## src/design/ccc10_pkg.sv

```systemverilog
`default_nettype none
package ccc10_pkg;

    localparam int unsigned MODULUS_DEF = 3329;
    localparam int unsigned LANES       = 4;
    localparam int unsigned COEFF_W     = 12;
    localparam int unsigned CODE_W      = 10;
    localparam int unsigned WORD_W      = LANES * CODE_W;
    localparam int unsigned CMP_MUL     = 966366;
    localparam int unsigned CMP_MUL_W   = 20;
    localparam int unsigned CMP_SHIFT1  = 22;
    localparam int unsigned CMP_SHIFT2  = 12;
    localparam int unsigned DEC_ROUND   = 512;

    typedef enum logic {
        REQ_COMPRESS   = 1'b0,
        REQ_DECOMPRESS = 1'b1
    } t_req_type;

    typedef struct packed {
        logic               req_type;
        logic [COEFF_W-1:0] coeff_0;
        logic [COEFF_W-1:0] coeff_1;
        logic [COEFF_W-1:0] coeff_2;
        logic [COEFF_W-1:0] coeff_3;
        logic [WORD_W-1:0]  packed_in;
    } t_req;

    typedef struct packed {
        logic [WORD_W-1:0]  packed_out;
        logic [COEFF_W-1:0] value_0;
        logic [COEFF_W-1:0] value_1;
        logic [COEFF_W-1:0] value_2;
        logic [COEFF_W-1:0] value_3;
    } t_rsp;

endpackage
`default_nettype wire

```

## src/design/coeff_compress10_codec_core.sv

```systemverilog
// Channel   Strobe / handshake        Payload
// request   i_start, o_busy (low)     i_req  (t_req)
// result    o_done (one cycle)        o_rsp  (t_rsp)
//
// Three register stages: form f and latch codes, multiply, then add/shift into
// the output register. A new request is taken every cycle. o_busy is held low,
// so the pipeline never stops; the result is a one-cycle transfer marked by
// o_done. Synchronous active-low reset clears the valid bits.
`default_nettype none
module coeff_compress10_codec_core
    import ccc10_pkg::*;
#(
    parameter int unsigned MODULUS = MODULUS_DEF
) (
    input  wire logic i_clk,
    input  wire logic i_rst_n,
    input  wire logic i_start,
    output logic      o_busy,
    input  wire t_req i_req,
    output logic      o_done,
    output t_rsp      o_rsp
);

    logic [LANES*COEFF_W-1:0] w_coeffs;
    logic [WORD_W-1:0]        w_cmp;
    logic [LANES*COEFF_W-1:0] w_dec;

    logic       r_v1, r_v2, r_v3;
    logic       r_t1, r_t2;
    t_rsp       r_rsp;
    t_rsp       n_rsp;

    assign o_busy   = 1'b0;
    assign w_coeffs = {i_req.coeff_3, i_req.coeff_2, i_req.coeff_1, i_req.coeff_0};

    for (genvar g = 0; g < LANES; g++) begin : g_lane
        ccc10_lane #(
            .MODULUS (MODULUS)
        ) u_lane (
            .i_clk   (i_clk),
            .i_coeff (w_coeffs[g*COEFF_W +: COEFF_W]),
            .i_code  (i_req.packed_in[g*CODE_W +: CODE_W]),
            .o_cmp   (w_cmp[g*CODE_W +: CODE_W]),
            .o_dec   (w_dec[g*COEFF_W +: COEFF_W])
        );
    end

    always_comb begin
        n_rsp = '0;
        if (r_t2 == REQ_DECOMPRESS) begin
            n_rsp.value_0 = w_dec[0*COEFF_W +: COEFF_W];
            n_rsp.value_1 = w_dec[1*COEFF_W +: COEFF_W];
            n_rsp.value_2 = w_dec[2*COEFF_W +: COEFF_W];
            n_rsp.value_3 = w_dec[3*COEFF_W +: COEFF_W];
        end else begin
            n_rsp.packed_out = w_cmp;
        end
    end

    always_ff @(posedge i_clk) begin
        if (!i_rst_n) begin
            r_v1 <= 1'b0;
            r_v2 <= 1'b0;
            r_v3 <= 1'b0;
        end else begin
            r_v1 <= i_start & ~o_busy;
            r_v2 <= r_v1;
            r_v3 <= r_v2;
        end
        r_t1  <= i_req.req_type;
        r_t2  <= r_t1;
        r_rsp <= n_rsp;
    end

    assign o_done = r_v3;
    assign o_rsp  = r_rsp;

endmodule
`default_nettype wire

```

## src/design/ccc10_lane.sv

```systemverilog
`default_nettype none
module ccc10_lane
    import ccc10_pkg::*;
#(
    parameter int unsigned MODULUS = MODULUS_DEF
) (
    input  wire logic               i_clk,
    input  wire logic [COEFF_W-1:0] i_coeff,
    input  wire logic [CODE_W-1:0]  i_code,
    output logic      [CODE_W-1:0]  o_cmp,
    output logic      [COEFF_W-1:0] o_dec
);

    localparam int unsigned MOD_W  = $clog2(MODULUS + 1);
    localparam int unsigned F_W    = COEFF_W + CODE_W + 1;
    localparam int unsigned PC_W   = F_W + CMP_MUL_W;
    localparam int unsigned B_W    = PC_W - CMP_SHIFT1;
    localparam int unsigned S_W    = F_W + 1;
    localparam int unsigned PD_W   = CODE_W + MOD_W;

    localparam logic [F_W-1:0]       HALF_Q  = F_W'(MODULUS / 2);
    localparam logic [CMP_MUL_W-1:0] MUL_C   = CMP_MUL_W'(CMP_MUL);
    localparam logic [MOD_W-1:0]     MOD_C   = MOD_W'(MODULUS);
    localparam logic [PD_W-1:0]      ROUND_C = PD_W'(DEC_ROUND);

    logic [F_W-1:0]    r_f;
    logic [CODE_W-1:0] r_code;
    logic [F_W-1:0]    r_f2;
    logic [PC_W-1:0]   r_pc;
    logic [PD_W-1:0]   r_pd;

    logic [F_W-1:0]    n_f;
    logic [PC_W-1:0]   n_pc;
    logic [PD_W-1:0]   n_pd;
    logic [B_W-1:0]    w_b;
    logic [S_W-1:0]    w_sum;
    logic [PD_W-1:0]   w_dsum;

    assign n_f  = {1'b0, i_coeff, {CODE_W{1'b0}}} + HALF_Q;
    assign n_pc = PC_W'(r_f) * PC_W'(MUL_C);
    assign n_pd = PD_W'(r_code) * PD_W'(MOD_C);

    always_ff @(posedge i_clk) begin
        r_f    <= n_f;
        r_code <= i_code;
        r_f2   <= r_f;
        r_pc   <= n_pc;
        r_pd   <= n_pd;
    end

    assign w_b    = r_pc[PC_W-1:CMP_SHIFT1];
    assign w_sum  = S_W'(r_f2) + S_W'(w_b);
    assign w_dsum = r_pd + ROUND_C;
    assign o_cmp  = w_sum[CMP_SHIFT2+CODE_W-1:CMP_SHIFT2];
    assign o_dec  = w_dsum[CODE_W+COEFF_W-1:CODE_W];

endmodule
`default_nettype wire
```

## config.mk

```make
export PLATFORM = sky130hd
export DESIGN_NAME = coeff_compress10_codec_core
export DESIGN_NICKNAME = d
export VERILOG_FILES = /design/src/design/ccc10_pkg.sv /design/src/design/coeff_compress10_codec_core.sv /design/src/design/ccc10_lane.sv
export SDC_FILE = /design/constraint.sdc
export NUM_CORES = 2
export LEC_CHECK = 0
export BUFFER_PORTS_ARGS = -buffer_cell sky130_fd_sc_hd__buf_2
export CELL_PAD_IN_SITES_DETAIL_PLACEMENT = 1
export CELL_PAD_IN_SITES_GLOBAL_PLACEMENT = 2
export CORE_MARGIN = 1
export CORE_UTILIZATION = 40
export DETAILED_ROUTE_END_ITERATION = 12
export GPL_ROUTABILITY_DRIVEN = 1
export GPL_TIMING_DRIVEN = 0
export HOLD_SLACK_MARGIN = 0.05
export PLACE_DENSITY = 0.79
export RECOVER_POWER = 50
export SLEW_MARGIN = 10
export SYNTH_ARGS = -nofsm -noshare
export SYNTH_HDL_FRONTEND = slang
export SYNTH_SLANG_ARGS = --single-unit
```

## constraint.sdc

```tcl
create_clock -name i_clk -period 14.85 [get_ports i_clk]
set_input_delay 2.97 -clock i_clk [delete_from_list [all_inputs] [get_ports i_clk]]
set_output_delay 2.97 -clock i_clk [all_outputs]
set_load 0.05 [all_outputs]
```

Yosys cells after proc, flatten, opt, wreduce, memory -nomap -nowiden
Index checks and enable logic that the tools add are counted.
{"block": "totals", "ff_bits": 569, "input_bits": 92, "output_inout_bits": 90, "wordCells": 50}
{"block": "op_classes", "n_addsub": 12, "mul": 8}
{"cell": "multiplier 23 x 19 -> 42 bit (second input constant)", "count": 4}
{"cell": "adder 22 x 11 -> 23 bit (second input constant)", "count": 4}
{"cell": "adder 22 x 10 -> 22 bit (second input constant)", "count": 4}
{"cell": "adder 22 x 21 -> 22 bit", "count": 4}
{"cell": "multiplier 10 x 12 -> 22 bit (second input constant)", "count": 4}

Longest topological paths before layout
{"block": "logic_depth", "ltp_word": 1, "mapped_depth": 22, "ltp_nobuf": 22}

By module
Synthesis repeated with hierarchy kept, for this count alone.
{"block": "hier_totals", "cells_unflattened": 3753, "hier_area_um2": 37420.9}
{"module": "ccc10_lane at g_lane[0].u_lane", "instances": 1, "cells_each": 923, "area_per_inst_um2": 8904.8, "seq_area_each_um2": 1241.2}
{"module": "ccc10_lane at g_lane[1].u_lane", "instances": 1, "cells_each": 890, "area_per_inst_um2": 8753.4, "seq_area_each_um2": 1241.2}
{"module": "ccc10_lane at g_lane[2].u_lane", "instances": 1, "cells_each": 894, "area_per_inst_um2": 8713.4, "seq_area_each_um2": 1241.2}
{"module": "ccc10_lane at g_lane[3].u_lane", "instances": 1, "cells_each": 851, "area_per_inst_um2": 8546.9, "seq_area_each_um2": 1241.2}
{"module": "coeff_compress10_codec_core", "instances": 1, "cells_each": 195, "area_per_inst_um2": 2502.4, "seq_area_each_um2": 1861.8}

Worst setup path before layout
No wires, ideal clock.
{"block": "synth_timing", "path_type": "register -> register", "from": "reg g_lane[0].u_lane.r_f[10]", "to": "reg g_lane[0].u_lane.r_pc[42]", "setup_ps": 72, "arrival_time_ps": 5991, "required_time_ps": 14778, "path_slack_ps": 8787, "path_stages_with_launch": 21, "n_path_buf": 0, "period_less_slack_ps": 6063, "path_cell_list": "dfxtp_1 > inv_1 > fa_1 > fa_1 > fa_1 > inv_1 > fa_1 > fa_1 > inv_1 > fa_1 > inv_1 > ha_1 > a211oi_1 > o21ai_1 > a2111oi_2 > a211oi_2 > a221oi_4 > o21ai_2 > o41a_1 > a21oi_2 > xnor2_1"}
{"block": "synth_via", "elab_chain_len": 1}
{"element": "start: declaration", "line": "ccc10_lane.sv:26", "source": "logic [F_W-1:0] r_f;"}
{"element": "start signal: assignment", "line": "ccc10_lane.sv:44", "source": "r_f <= n_f;"}
{"element": "multiplier 23 x 19 -> 42 bit", "line": "ccc10_lane.sv:40", "source": "assign n_pc = PC_W'(r_f) * PC_W'(MUL_C);"}
{"element": "named net g_lane[0].u_lane.n_pc[42]", "line": "ccc10_lane.sv:33", "source": "logic [PC_W-1:0] n_pc;"}
{"element": "end signal: assignment", "line": "ccc10_lane.sv:47", "source": "r_pc <= n_pc;"}
{"element": "end: declaration", "line": "ccc10_lane.sv:29", "source": "logic [PC_W-1:0] r_pc;"}
The timed path passes the listed nets, and every way through them passes these cells.
A chain may end at the register's enable or synchronous reset.

Worst setup path after layout
{"block": "layout_timing", "from": "reg g_lane[2].u_lane.r_f[10]", "to": "reg g_lane[2].u_lane.r_pc[40]"}
{"block": "layout_via", "elab_chain_len": 1}
{"element": "start: declaration", "line": "ccc10_lane.sv:26"}
{"element": "start signal: assignment", "line": "ccc10_lane.sv:44"}
{"element": "multiplier 23 x 19 -> 42 bit", "line": "ccc10_lane.sv:40"}
{"element": "named net g_lane[2].u_lane.n_pc[40]", "line": "ccc10_lane.sv:33"}
{"element": "end signal: assignment", "line": "ccc10_lane.sv:47"}
{"element": "end: declaration", "line": "ccc10_lane.sv:29"}
The timed path passes the listed nets, and every way through them passes these cells.

==> reports/metrics.cfg <==
[grt]
grt_max_degree=16
overflow=0
grt_use_total_pct=18.83
grtUsageMet3_pct=2.851
met1_usage_pct=25.18
busiest_layer=met2
grt_pass1_wl_um=134000
use_met2_pct=31.80
antenna_found_initial=9
grt_pass1_vias=25523

[placed_design]
place.gp.congestion=0.8655
dpl.hpwl_um=71830
portBuffers=180
dp.cells=4889

[layout]
nets=5084
instances_no_fill=4977
drive_gt1_share_pct=6.858
final-seq-area_sq_um=6827
final_util_pct=45.05
multi_input_area_sq_um=25440
areaGrowthSynthToFinish_pct=11.02
fillers=9978

[yosys]
async_flop_share_pct=0
ys_warn_count=0
synthFlopType=dfxtp_1
synth_area_leaders=fa_1 (29%), ha_1 (24%), dfxtp_1 (19%)
synthesis.nets=4857
synth_edf_count=0
syn-cell-area_sq_um=36030
yosysTopAreaCell=fa_1
synth_area_per_cell_sq_um=10.17
syn_inst=3544
ys_ff_latch=341
synth.distinct_cells=59
synth-seq-area-share_pct=18.95
yosysTopAreaCellShare_pct=28.78

[flow_run]
drv_cap=0

[clocking]
htree_levels=2
clkTransAtPathRegs_ns=0.06
cts_resized=0
postCtsSetupBuffers=0
clkLatencyLatePin_ns=0.62
root_buffer=clkbuf_16
cts_hold_buffers=0
clk_path_buf_depth=3
numCtsBuffers=45
cts.sinks=341
cts_tree=yes

[worst_setup_path]
crit_path_max_fanout=12
end_kind=flop
worst-path-stages=19
required_ns=15.37
crit_path_start_kind=flop
crit_chain=inv_1 -> ha_1 -> clkbuf_1 -> xor2_1 -> xnor2_1 -> fa_1 -> fa_1 -> fa_1 -> inv_1 -> fa_1 -> inv_1 -> ha_1 -> nand4_1 -> a31oi_1 -> o21ai_0 -> o31ai_1 -> nand2_1 -> a21bo_2 -> a221oi_1
cp-endpoint=g_lane[2].u_lane.r_pc[40]
cp.arrival_ns=7.95
reg2reg_slack_ns=7.42
slowest_stage=dfxtp_1
crit_type=flop to flop
r2r_cells=19
r2r-start=g_lane[2].u_lane.r_f[10]
rr_endpoint=g_lane[2].u_lane.r_pc[40]
slowest_delay_ns=0.76
crit_family=adder cells
cp_num_buf_inv=4
cpMostUsedCell=fa_1
crit_path_start=g_lane[2].u_lane.r_f[10]

[sta]
final.setup.tns_ns=0
grt_setup_unrepaired=false
fmax_ghz=0.1345
hold-worst-slack_ns=0.3269
clock_skew_ns=0.02858
tightest_slew_ns=0.8863
finalHoldViolations=0
period_minus_slack_ns=7.434
slew_headroom_pct=40.91
period_share_pct=50.06
final-setup-viol-count=0
timing.final.max_slew_violations=0

[die]
rows=109
fp.dieW_um=302.1
die_y_um=302.1
start_util_pct=40.58
dieArea_sq_um=91280
ios=182
coreArea_sq_um=88780

[route]
avgRoutedWirePerCell_um=16.38
drtPass1Iterations=4
num_vias=23085
drtAntennaViolNets=0
wirelength_um=81520
vias_per_cell=4.638
drcViolationCount=0
drt_iter0_markers=723

[worst_hold_path]
worstHoldStart=r_t1
hp-class=flop to flop

[status]
outcome=complete, no violations

==> cell usage in the layout, fill, tap and decap left out, drive strengths merged, types with 7 or more instances in the layout <==
cell type	count
a211oi	11
a21o	45
a21oi	94
a31oi	10
and2	48
and3	38
and4	7
buf	166
clkbuf	87
clkinv	9
dfxtp	341
fa	518
ha	703
inv	992
nand2	80
nand3	64
nand4	9
nor2	126
nor2b	20
o21a	9
o21ai	61
o21bai	11
or3	7
xnor2	159
xor2	104
==> cells by family after synthesis <==
group                      count (synthesis)  synth area share (%)
other                                      1               0.01041
DFF                                      341                 18.95
adders and majority gates               1221                 53.19
buffers and inverters                   1003                 10.46
xor gates and xnor gates                 263                 6.393
muxes                                      4                0.1111
and+or+nand+nor                          430                 5.931
AOI/OAI and AO/OA                        281                 4.955
==> cell usage after synthesis (2+ instances only) <==
cell type  count
nor2_1       126
xor2_1       104
a31oi_1       10
and2_1        48
nor4bb_1       2
o22ai_1        2
or2_2          4
o211ai_1       6
o31ai_1        3
nand3b_1       4
mux2i_1        4
o2111ai_1      2
a211oi_2       2
clkbuf_1      12
nand2_1       80
o21ai_0       59
ha_1         703
nand4_1        9
o311ai_0       2
a21boi_0       6
a31o_2         4
o21a_1         9
a21oi_1       93
o41a_1         2
xnor2_1      159
a211oi_1       9
nor3b_1        4
dfxtp_1      341
a21o_1        45
o21bai_1      11
fa_1         518
nor3_1         6
and4_1         7
nand2b_1       6
nor2b_1       20
nand4bb_1      2
and3_1        38
a221oi_1       3
or3_1          7
inv_1        990
nand3_1       64
==> registers in the layout, summed over array words and instances (netlist names), 40 cells and up <==
| register | cells |
|---|---|
| o_rsp | 88 |
| g_lane.u_lane.r_pc | 56 |
| g_lane.u_lane.r_f | 52 |
| g_lane.u_lane.r_pd | 52 |
| g_lane.u_lane.r_f2 | 48 |
| g_lane.u_lane.r_code | 40 |
==> worst register-to-register path, cell delays in order (launching register included) <==
cell      delay (ns)
dfxtp_1         0.76
inv_1           0.38
ha_1            0.39
clkbuf_1        0.40
xor2_1          0.49
xnor2_1         0.26
fa_1            0.50
fa_1            0.52
fa_1            0.54
inv_1           0.05
fa_1            0.53
inv_1           0.05
ha_1            0.33
nand4_1         0.13
a31oi_1         0.39
o21ai_0         0.29
o31ai_1         0.67
nand2_1         0.15
a21bo_2         0.24
a221oi_1        0.27
==> per-layer routing <==
metal  share of wire [%]  vias up
met1                  47    11344
met2                  47      253
met5               0.085        -
li1                    -    11385
met3                 3.5       93
met4                 2.1       10
==> final cells by class <==
| class | count | share of cell area (%) |
|---|---|---|
| repair buffers | 180 | 2.205 |
| inverters | 990 | 9.290 |
| diodes | 6 | 0.03754 |
| flip-flops and latches | 341 | 17.07 |
| plain buffers | 13 | 0.1314 |
| well taps | 1165 | 3.644 |
| clock buffers | 60 | 3.256 |
| clock inverters | 22 | 0.7820 |
| multi-input cells | 2200 | 63.59 |
==> per-stage QoR <==
stage	setup slack, ns	instance area, sq um
after CTS	7.291	40000
final	7.416	40000
after floorplan	8.787	36030
after global routing	6.899	39990
after detailed placement	7.310	38390
after global placement	7.371	38390
==> how the worst min path moves through the flow <==
stage | cells after the start | endpoint | slack [ns]
6_report | 0 | r_t2 | 0.33
4_1_cts | 0 | r_t2 | 0.33
2_1_floorplan | 0 | r_t2 | 0.31
5_1_grt | 0 | r_t2 | 0.34
3_3_place_gp | 0 | r_t2 | 0.31
3_5_place_dp | 0 | r_t2 | 0.32
Power is not shown: default switching activity piles up to over one toggle a cycle in this logic, so the estimate is an artifact.
